==> src/design/mspc_pkg.sv <==
`default_nettype none

package mspc_pkg;

    // field widths
    localparam int TICKS_W   = 4;
    localparam int SAMPLE_W  = 10;
    localparam int SPEED_W   = 8;
    localparam int HOLD_W    = 16;
    localparam int CFG_IDX_W = 3;
    localparam int CFG_DATA_W = 16;

    // stream widths, packed fields rounded up to whole bytes
    localparam int S_TDATA_W = 16;
    localparam int M_TDATA_W = 24;

    // default parameter values
    localparam int ADC_BITS_DEFAULT  = 10;
    localparam int SPEED_MAX_DEFAULT = 255;

    // register indexes on the configuration port
    localparam logic [CFG_IDX_W-1:0] REG_HOLD_TIME  = 3'd0;
    localparam logic [CFG_IDX_W-1:0] REG_MIN_SPEED  = 3'd1;
    localparam logic [CFG_IDX_W-1:0] REG_UP_THRESH  = 3'd2;
    localparam logic [CFG_IDX_W-1:0] REG_DOWN_THRESH = 3'd3;
    localparam logic [CFG_IDX_W-1:0] REG_TOP_THRESH = 3'd4;

    // register reset values
    localparam logic [HOLD_W-1:0]   HOLD_TIME_RESET   = 16'd400;
    localparam logic [SPEED_W-1:0]  MIN_SPEED_RESET   = 8'd50;
    localparam logic [SAMPLE_W-1:0] UP_THRESH_RESET   = 10'd441;
    localparam logic [SAMPLE_W-1:0] DOWN_THRESH_RESET = 10'd603;
    localparam logic [SAMPLE_W-1:0] TOP_THRESH_RESET  = 10'd766;

    // speed presets
    localparam logic [SPEED_W-1:0] SPEED_STOPPED = 8'd100;
    localparam logic [SPEED_W-1:0] SPEED_OFF     = 8'd150;

    // saturation point of the hold counter
    localparam logic [HOLD_W-1:0] HOLD_SAT = 16'hFFFF;

    // power button tracking mode
    typedef enum logic [1:0] {
        MODE_UP     = 2'd0,
        MODE_DOWN   = 2'd1,
        MODE_IGNORE = 2'd2
    } button_mode_t;

endpackage

`default_nettype wire

==> src/design/motor_speed_panel_controller.sv <==
// Motor speed panel controller
//
// Each input item on the s_ channel is one control pass: elapsed ms ticks,
// the power button level, the debounced start button level and a ladder
// ADC sample. Each item yields exactly one result item on the m_ channel:
// drive duty, power LED, running flag and the stored speed after the pass.
// Configuration (hold time, speed floor, ladder thresholds) is written by the user
// through cfg_wr_en/cfg_addr/cfg_wdata, only while idle (not enforced by the block).
//
// The pass is evaluated in one level of compare and increment logic from
// the accepted item and the control state, and lands in the result register
// at the accepting edge. Throughput is one item per cycle, set by that single
// state update, while the receiver is not stalling the result register.
//
// s_tready is high whenever the result register is empty or being taken,
// so a stalled receiver holds the pending result and blocks only the next
// item. Reset (aresetn low, synchronous) empties the result register,
// restores all configuration defaults and brings the panel up powered,
// stopped, with speed 100.

`default_nettype none

module motor_speed_panel_controller
    import mspc_pkg::*;
#(
    parameter int ADC_BITS  = ADC_BITS_DEFAULT,
    parameter int SPEED_MAX = SPEED_MAX_DEFAULT
) (
    input  wire logic                  aclk,
    input  wire logic                  aresetn,
    // input channel
    input  wire logic                  s_tvalid,
    output logic                       s_tready,
    // elapsed_ticks[3:0], power_pressed[4], start_level[5], ladder_sample[15:6]
    input  wire logic [S_TDATA_W-1:0]  s_tdata,
    // result channel
    output logic                       m_tvalid,
    input  wire logic                  m_tready,
    // drive_duty[7:0], power_led[8], motor_running[9], set_speed[17:10], zero[23:18]
    output logic [M_TDATA_W-1:0]       m_tdata,
    // configuration write port
    input  wire logic                  cfg_wr_en,
    input  wire logic [CFG_IDX_W-1:0]  cfg_addr,
    input  wire logic [CFG_DATA_W-1:0] cfg_wdata
);

    localparam logic [SPEED_W:0] SPEED_CAP =
        (SPEED_MAX > 255) ? 9'd255 : 9'(SPEED_MAX);
    localparam logic [SAMPLE_W-1:0] SAMPLE_MASK = SAMPLE_W'((1 << ADC_BITS) - 1);

    // configuration registers
    logic [HOLD_W-1:0]   hold_time_reg;
    logic [SPEED_W-1:0]  min_speed_reg;
    logic [SAMPLE_W-1:0] up_thresh_reg;
    logic [SAMPLE_W-1:0] down_thresh_reg;
    logic [SAMPLE_W-1:0] top_thresh_reg;

    // control state
    logic                powered_reg, powered_next;
    button_mode_t        mode_reg, mode_next;
    logic [HOLD_W-1:0]   hold_reg, hold_next;
    logic                last_pwr_reg;
    logic                run_reg, run_next;
    logic                last_start_reg, last_start_next;
    logic [SPEED_W-1:0]  speed_reg, speed_next;
    logic [SPEED_W-1:0]  duty_reg, duty_next;

    // result register
    logic                m_valid_reg;
    logic [M_TDATA_W-1:0] m_data_reg;

    // unpacked input fields
    logic [TICKS_W-1:0]  in_ticks;
    logic                in_pwr;
    logic                in_start;
    logic [SAMPLE_W-1:0] in_sample;

    logic                accept;
    logic                pwr_rise;
    logic                pwr_fall;
    button_mode_t        mode_edge;
    logic [HOLD_W:0]     hold_sum;
    logic [HOLD_W-1:0]   hold_edge;
    logic                run_toggled;
    logic [SPEED_W:0]    speed_up;
    logic [SPEED_W:0]    speed_floor;
    logic [SPEED_W:0]    speed_dn;
    logic [SPEED_W-1:0]  speed_stepped;

    assign in_ticks  = s_tdata[3:0];
    assign in_pwr    = s_tdata[4];
    assign in_start  = s_tdata[5];
    assign in_sample = s_tdata[15:6] & SAMPLE_MASK;

    // handshake: next item may enter while the result is being taken
    assign s_tready = !m_valid_reg || m_tready;
    assign accept   = s_tvalid && s_tready;
    assign m_tvalid = m_valid_reg;
    assign m_tdata  = m_data_reg;

    // configuration writes
    always_ff @(posedge aclk) begin
        if (!aresetn) begin
            hold_time_reg   <= HOLD_TIME_RESET;
            min_speed_reg   <= MIN_SPEED_RESET;
            up_thresh_reg   <= UP_THRESH_RESET;
            down_thresh_reg <= DOWN_THRESH_RESET;
            top_thresh_reg  <= TOP_THRESH_RESET;
        end else if (cfg_wr_en) begin
            unique case (cfg_addr)
                REG_HOLD_TIME:   hold_time_reg   <= cfg_wdata;
                REG_MIN_SPEED:   min_speed_reg   <= cfg_wdata[SPEED_W-1:0];
                REG_UP_THRESH:   up_thresh_reg   <= cfg_wdata[SAMPLE_W-1:0];
                REG_DOWN_THRESH: down_thresh_reg <= cfg_wdata[SAMPLE_W-1:0];
                REG_TOP_THRESH:  top_thresh_reg  <= cfg_wdata[SAMPLE_W-1:0];
                default: ;
            endcase
        end
    end

    // power button edges and hold counter
    always_comb begin
        pwr_rise = in_pwr && !last_pwr_reg;
        pwr_fall = !in_pwr && last_pwr_reg;
        if (pwr_rise) begin
            mode_edge = MODE_DOWN;
        end else if (pwr_fall) begin
            mode_edge = MODE_UP;
        end else begin
            mode_edge = mode_reg;
        end
        hold_sum = {1'b0, hold_reg} + {{(HOLD_W + 1 - TICKS_W){1'b0}}, in_ticks};
        if (pwr_rise) begin
            hold_edge = '0;
        end else if (hold_sum[HOLD_W]) begin
            hold_edge = HOLD_SAT;
        end else begin
            hold_edge = hold_sum[HOLD_W-1:0];
        end
    end

    // speed step from the ladder sample, chained threshold tests
    always_comb begin
        speed_up = {1'b0, speed_reg} + 9'd1;
        if (speed_up >= SPEED_CAP) begin
            speed_up = SPEED_CAP;
        end
        speed_floor = {1'b0, min_speed_reg} + 9'd1;
        if ({1'b0, speed_reg} <= speed_floor) begin
            speed_dn = speed_floor;
        end else begin
            speed_dn = {1'b0, speed_reg} - 9'd1;
        end
        if (speed_dn > SPEED_CAP) begin
            speed_dn = SPEED_CAP;
        end
        priority if (in_sample < up_thresh_reg) begin
            speed_stepped = speed_reg;
        end else if (in_sample < down_thresh_reg) begin
            speed_stepped = speed_up[SPEED_W-1:0];
        end else if (in_sample < top_thresh_reg) begin
            speed_stepped = speed_dn[SPEED_W-1:0];
        end else begin
            speed_stepped = speed_reg;
        end
    end

    // control pass
    always_comb begin
        powered_next    = powered_reg;
        mode_next       = mode_edge;
        hold_next       = hold_edge;
        run_next        = run_reg;
        last_start_next = last_start_reg;
        speed_next      = speed_reg;
        duty_next       = duty_reg;
        run_toggled     = run_reg ^ (last_start_reg && !in_start);
        if (mode_edge == MODE_DOWN) begin
            // button held: only the hold time matters
            if (hold_edge > hold_time_reg) begin
                powered_next = !powered_reg;
                mode_next    = MODE_IGNORE;
            end
        end else if (powered_reg) begin
            run_next        = run_toggled;
            last_start_next = in_start;
            if (run_toggled) begin
                duty_next  = speed_reg;
                speed_next = speed_stepped;
            end else begin
                duty_next  = 8'd0;
                speed_next = SPEED_STOPPED;
            end
        end else begin
            duty_next  = 8'd0;
            speed_next = SPEED_OFF;
            run_next   = 1'b0;
        end
    end

    // state update on each accepted item
    always_ff @(posedge aclk) begin
        if (!aresetn) begin
            powered_reg    <= 1'b1;
            mode_reg       <= MODE_UP;
            hold_reg       <= '0;
            last_pwr_reg   <= 1'b0;
            run_reg        <= 1'b0;
            last_start_reg <= 1'b1;
            speed_reg      <= SPEED_STOPPED;
            duty_reg       <= 8'd0;
        end else if (accept) begin
            powered_reg    <= powered_next;
            mode_reg       <= mode_next;
            hold_reg       <= hold_next;
            last_pwr_reg   <= in_pwr;
            run_reg        <= run_next;
            last_start_reg <= last_start_next;
            speed_reg      <= speed_next;
            duty_reg       <= duty_next;
        end
    end

    // result register
    always_ff @(posedge aclk) begin
        if (!aresetn) begin
            m_valid_reg <= 1'b0;
        end else if (accept) begin
            m_valid_reg <= 1'b1;
        end else if (m_tready) begin
            m_valid_reg <= 1'b0;
        end
    end

    always_ff @(posedge aclk) begin
        if (accept) begin
            m_data_reg <= {6'd0, speed_next, run_next, powered_next, duty_next};
        end
    end

endmodule

`default_nettype wire

==> config.mk <==
export PLATFORM = sky130hd
export DESIGN_NAME = motor_speed_panel_controller
export DESIGN_NICKNAME = d
export VERILOG_FILES = /design/src/design/mspc_pkg.sv /design/src/design/motor_speed_panel_controller.sv
export SDC_FILE = /design/constraint.sdc
export NUM_CORES = 1
export LEC_CHECK = 0
export ABC_AREA = 1
export ABC_CLOCK_PERIOD_IN_PS = 3800
export BUFFER_PORTS_ARGS = -buffer_cell sky130_fd_sc_hd__buf_4
export CORE_ASPECT_RATIO = 1.4
export CORE_MARGIN = 2
export CORE_UTILIZATION = 60
export CTS_BUF_LIST = sky130_fd_sc_hd__clkbuf_2
export DETAILED_ROUTE_END_ITERATION = 12
export PLACE_DENSITY = 0.89
export SLEW_MARGIN = 20
export SYNTH_ARGS = -nofsm -noshare
export SYNTH_HDL_FRONTEND = slang
export SYNTH_SLANG_ARGS = --single-unit
==> constraint.sdc <==
create_clock -name aclk -period 3.8 [get_ports aclk]
set_input_delay 0.38 -clock aclk [delete_from_list [all_inputs] [get_ports aclk]]
set_output_delay 0.38 -clock aclk [all_outputs]
set_load 0.01 [all_outputs]
### After elaboration in Yosys (flattened, before gate mapping)

Cells that the tools add are included.
Widths: inputs -> output; s select.

| storage, ports and cells | value |
|---|---|
| register bits | 111 |
| bits of input ports | 40 |
| output and inout bits | 26 |
| word-level logic and storage cells | 75 |

| cells by class | value |
|---|---|
| add/subtract/negate cells | 4 |
| magnitude comparators | 7 |
| equality and inequality tests | 5 |
| multiplexer cells | 24 |
| bitwise gates (word level) | 2 |
| reduce and logical (&&, ||, !) cells | 18 |

Operators with widths:

| kind | count |
|---|---|
| $mux 8 | 11 |
| $mux 16 | 2 |
| $lt 10x10->1 | 3 |
| $add 8x1->9 const B | 2 |
| $add 16x4->17 | 1 |
| $gt 16x16->1 | 1 |
| $reduce_and 2->1 | 5 |
| $ge 9x8->1 const B | 1 |
| $gt 9x8->1 const B | 1 |
| $le 8x9->1 | 1 |
| $mux 9 | 1 |
| $sub 8x1->9 const B | 1 |
| $mux 2 | 4 |
| $eq 3x2->1 const B | 2 |
| $mux 1 | 6 |
| $logic_not 1->1 | 5 |
| $logic_and 1x1->1 | 4 |
| $eq 3x1->1 const B | 1 |
| $eq 3x3->1 const B | 1 |
| $logic_not 3->1 | 1 |
| $reduce_and 3->1 | 1 |
| $eq 2x1->1 const B | 1 |
| $reduce_bool 2->1 | 1 |
| $logic_or 1x1->1 | 1 |
| other kinds (2) | 2 |

### Logic depth before layout (Yosys ltp)

| depth | value |
|---|---|
| word-level depth | 11 |
| gate-level depth with buffers | 28 |
| mapped depth without buffers | 28 |

### Worst setup path before layout

Ideal clock, no wire load.

| timing path | value |
|---|---|
| path type | in2reg |
| from | input s_tdata[0] |
| to | register m_data_reg[8] (netlist: m_tdata[8]) (data pin) |
| setup time | 0.258 ns |
| arrival | 3.101 ns |
| required time | 3.542 ns |
| path slack | 0.441 ns |
| cell stages on the path | 25 |
| buffers on the path | 0 |
| path through | ha_1 -> inv_1 -> fa_1 -> o21ai_2 -> nand2_2 -> nor2_4 -> nand3_2 -> nor3_4 -> nand2_1 -> o21ai_0 -> nand3b_1 -> nand2_1 -> inv_1 -> ha_1 -> nand2_1 -> nor2_1 -> nand4_1 -> inv_1 -> nand2_1 -> o2111ai_1 -> nand2_1 -> nand2_1 -> nand2_1 -> nand2_1 -> nand2_1 |

| on the way | value |
|---|---|
| longest elaborated chain between the ends | 6 |

RTL lines:

| element | line | text |
|---|---|---|
| from (decl) | motor_speed_panel_controller.sv:35 | `input wire logic [S_TDATA_W-1:0] s_tdata,` |
| $add 16x4->17 | motor_speed_panel_controller.sv:132 | `hold_sum = {1'b0, hold_reg} + {{(HOLD_W + 1 - TICKS_W){1'b0}}, in_ticks};` |
| $mux 16 | motor_speed_panel_controller.sv:135 | `end else if (hold_sum[HOLD_W]) begin` |
| $mux 16 | motor_speed_panel_controller.sv:133 | `if (pwr_rise) begin` |
| via hold_edge[14] | motor_speed_panel_controller.sv:83 | `logic [HOLD_W-1:0] hold_edge;` |
| $gt 16x16->1 | motor_speed_panel_controller.sv:180 | `if (hold_edge > hold_time_reg) begin` |
| $mux 1 | motor_speed_panel_controller.sv:180 |  |
| $mux 1 | motor_speed_panel_controller.sv:178 | `if (mode_edge == MODE_DOWN) begin` |
| via powered_next | motor_speed_panel_controller.sv:59 | `logic powered_reg, powered_next;` |
| to (signal assigned) | motor_speed_panel_controller.sv:237 | `m_data_reg <= {6'd0, speed_next, run_next, powered_next, duty_next};` |
| to (decl) | motor_speed_panel_controller.sv:70 | `logic [M_TDATA_W-1:0] m_data_reg;` |

The timed path passes the listed nets, and every way through them passes these cells.
A chain may end at the register's enable or synchronous reset.

### Worst setup path after layout

| timing path | value |
|---|---|
| from | register hold_reg[0] |
| to | register powered_reg |

| on the way | value |
|---|---|
| longest elaborated chain between the ends | 6 |

RTL lines:

| element | line | text |
|---|---|---|
| from (decl) | motor_speed_panel_controller.sv:61 | `logic [HOLD_W-1:0] hold_reg, hold_next;` |
| from (signal assigned) | motor_speed_panel_controller.sv:215 | `hold_reg <= hold_next;` |
| $add 16x4->17 | motor_speed_panel_controller.sv:132 |  |
| $mux 16 | motor_speed_panel_controller.sv:135 |  |
| $mux 16 | motor_speed_panel_controller.sv:133 |  |
| via hold_edge[14] | motor_speed_panel_controller.sv:83 |  |
| $gt 16x16->1 | motor_speed_panel_controller.sv:180 |  |
| $mux 1 | motor_speed_panel_controller.sv:180 |  |
| $mux 1 | motor_speed_panel_controller.sv:178 |  |
| via powered_next | motor_speed_panel_controller.sv:59 |  |
| to (signal assigned) | motor_speed_panel_controller.sv:213 | `powered_reg <= powered_next;` |
| to (decl) | motor_speed_panel_controller.sv:59 |  |

The timed path passes the listed nets, and every way through them passes these cells.

==> out/metrics.cfg <==
[logic_synthesis]
synth_area_leaders = dfxtp_1, ha_1, nand2_1
synth_top_area_share = 0.2790
synth_seq_area_share = 0.3600
yosysUniqueCellTypes = 45
synthCells = 915
yosysTopAreaCell = dfxtp_1
mappedNetlistArea_mm2 = 0.006673
synth_edf_count = 18
ys_warn_count = 0
syn_avg_cell_area_um2 = 7.293
async_flop_share = 0
synth_seq_cells = 111
synth_ff_type = dfxtp_1

[pwr]
p_per_area_mw_per_mm2 = 339.6
p_total_w = 0.002546
worst_ir_drop_vdd_uv = 229.7
internal_power_w = 0.001688
p_seq_frac = 0.527
comb_power_share = 0.257
power_switching_w = 0.0008583
pwr-share-clk = 0.216
switching_share = 0.3371
power_leakage_nw = 3.691

[detailed_routing]
drc = 0
dr.pass1.iters = 5
routedWlPerCell_um = 14.10
viasPerCell = 5.542
num_vias = 6174
final_antenna_net_count = 0
wirelength_um = 15700
first_iter_violations = 252

[outcome]
status = finished, final reports clean

[clocking]
htreeDepth = 3
cts.sinks = 111
clk_latency_ns = 0.63
cts_tree = yes
cts_root_buffer = clkbuf_2
cts_buffers = 9
cts_buffer_depth = 2
path_clk_slew_ns = 0.29

[final_layout]
final_nets = 1067
n_fill_cell = 909
layout-drive-gt1-share = 0.1296
largest_reg_flops = 18
synthToLayoutAreaGrowth_pct = 12.36

[die]
core-area_mm2 = 0.01087
die_w_um = 93.13
start_util = 0.6140
die_h_um = 128.8
io-pin-count = 66
rows = 45
die-area_mm2 = 0.01199

[worst_setup_path]
slowest_stage = dfxtp_2
critical_path_class = flip-flop to flip-flop
crit_fanout = 5
critPathMaxStageDelay_ns = 0.41
start_kind = flip-flop
critPathCaptureType = flip-flop
crit_path_frequent_cell = nand2_1
worst_ep_required_time_ns = 4.40
r2r-start = hold_reg[0]
crit_start = hold_reg[0]
arrival_ns = 4.25

[place]
hpwl_um = 11100
port-buffer-count = 59
place_congestion = 0.9472

[timing]
min_period_ns = 3.658
hold_slack_ns = 0.01072
min_period_over_period = 0.9625
worstMarginPinSlew_ns = 0.8837
setup_viol = 0
final_max_slew_viol_count = 0
rsz0062_at_grt = yes
hold_viol = 0
max_slew_margin = 0.4102
max_freq_mhz = 273.4
skew_ns = 0.04147

[grt]
antenna_found_initial = 1
grt_max_degree = 72
grt.total_usage = 0.2642
first_global_vias = 5723
grt_pass1_wl_um = 25520
overflow = 0

[worst_hold_path]
worstHoldStart = m_tready
hold_path.class = primary input to flip-flop

[job]
maxCapViolations = 0

[power groups by stage]
stage / Sequential, W / Combinational, W / Clock (W)
global route: 0.00135 / 0.000746 / 0.000596
CTS: 0.00134 / 0.000621 / 0.000553
finish: 0.00134 / 0.000655 / 0.000550
detailed placement: 0.00136 / 0.000610 / 0
floorplan: 0.00135 / 0.000432 / 0
global placement: 0.00136 / 0.000592 / 0
[layout by cell type, fill, tap and decap left out, drive strengths merged, types with 4 or more instances in the layout]
cell         synthesis  layout
nand3               43      43
dlygate4sd3          0       9
dfxtp               93      93
o21ai               96      96
nand2              183     183
o211ai              18      18
conb                 1       6
nor2                52      53
xor2                19      19
clkbuf              24       9
nand4               12      12
clkinv               2       5
ha                  59      59
inv                150     152
xnor2                4       4
o22ai                8       8
nor3                11      11
buf                 14      64
edfxtp              18      18
a21oi               94      94
[final timing paths]
path,slack [ns],end,cells past startpoint
worst min register to register,0.48,down_thresh_reg[7],2
worst max-delay path,0.14,powered_reg,28
worst max register to register,0.14,powered_reg,28
worst min-delay path,0.01,m_tvalid,4
[critical path: cells and delay by family, from the launching register on]
kind | cells | cell delay (ns)
DFF | 1 | 0.41
buffers and inverters | 4 | 0.26
adders and majority gates | 3 | 0.73
AOI/OAI and AO/OA | 2 | 0.27
and+or+nand+nor | 19 | 1.96
[cell families (layout without fill, tap and decap cells)]
family / Yosys count / after routing / share of synthesized area
adder cells (fa/ha/maj): 60 / 60 / 0.1136
buffers and inverters: 190 / 241 / 0.1136
other: 1 / 7 / 0.0005620
flip-flops: 111 / 111 / 0.3600
AND/OR/NAND/NOR: 303 / 304 / 0.1965
XOR/XNOR: 23 / 23 / 0.03019
AO/OA/AOI/OAI: 227 / 227 / 0.1854
[metal layers]
layer,track usage,vias to the layer above,wire length (um)
met5,0,-,0
met4,0.1246,0,541
met3,0.03806,47,691
met2,0.4783,199,8078
met1,0.3046,2840,6391
li1,-,3088,-
[through the flow]
stage          std cells  TNS, ns  utilization  setup slack (ns)  area, um^2
3_5_place_dp        1084        0       0.6571           0.04770        7141
5_1_grt             1114  -0.2789       0.6899           -0.1397        7497
3_3_place_gp        1084        0       0.6571            0.1701        7141
2_1_floorplan        920        0            -            0.4412        6691
6_report            1114        0       0.6899            0.1424        7497
4_1_cts             1109        0       0.6759            0.1420        7345
[cells in the mapped netlist (3+ instances only)]
cell / number
nor3_1: 10
nand3_1: 39
buf_2: 4
dfxtp_1: 93
o21ai_1: 7
nand2_1: 182
a21oi_2: 4
nor2_1: 48
clkbuf_1: 24
o211ai_1: 18
xor2_1: 19
buf_4: 8
nand4_1: 12
ha_1: 59
o21ai_0: 88
edfxtp_1: 18
nand3_2: 3
inv_1: 147
a21oi_1: 90
xnor2_1: 4
o22ai_1: 8
[cell type report]
| class | count | area (um^2) | area share |
|---|---|---|---|
| Multi-Input combinational cell | 620 | 3656 | 0.4877 |
| Sequential cell | 111 | 2404 | 0.3206 |
| Inverter | 152 | 574.3 | 0.07660 |
| Timing Repair Buffer | 73 | 570.5 | 0.07610 |
| Tap cell | 141 | 176.4 | 0.02353 |
| Clock inverter | 7 | 68.82 | 0.009179 |
| Clock buffer | 9 | 45.04 | 0.006008 |
| Antenna cell | 1 | 2.502 | 0.0003338 |
[repair_timing]
item	CTS	global route
endpoints found under the hold margin	18	0
buffers inserted	0	3
hold buffers	9	0
setup endpoints to repair	0	4
resized for setup	0	31
Power figures use the tool's default switching activity.
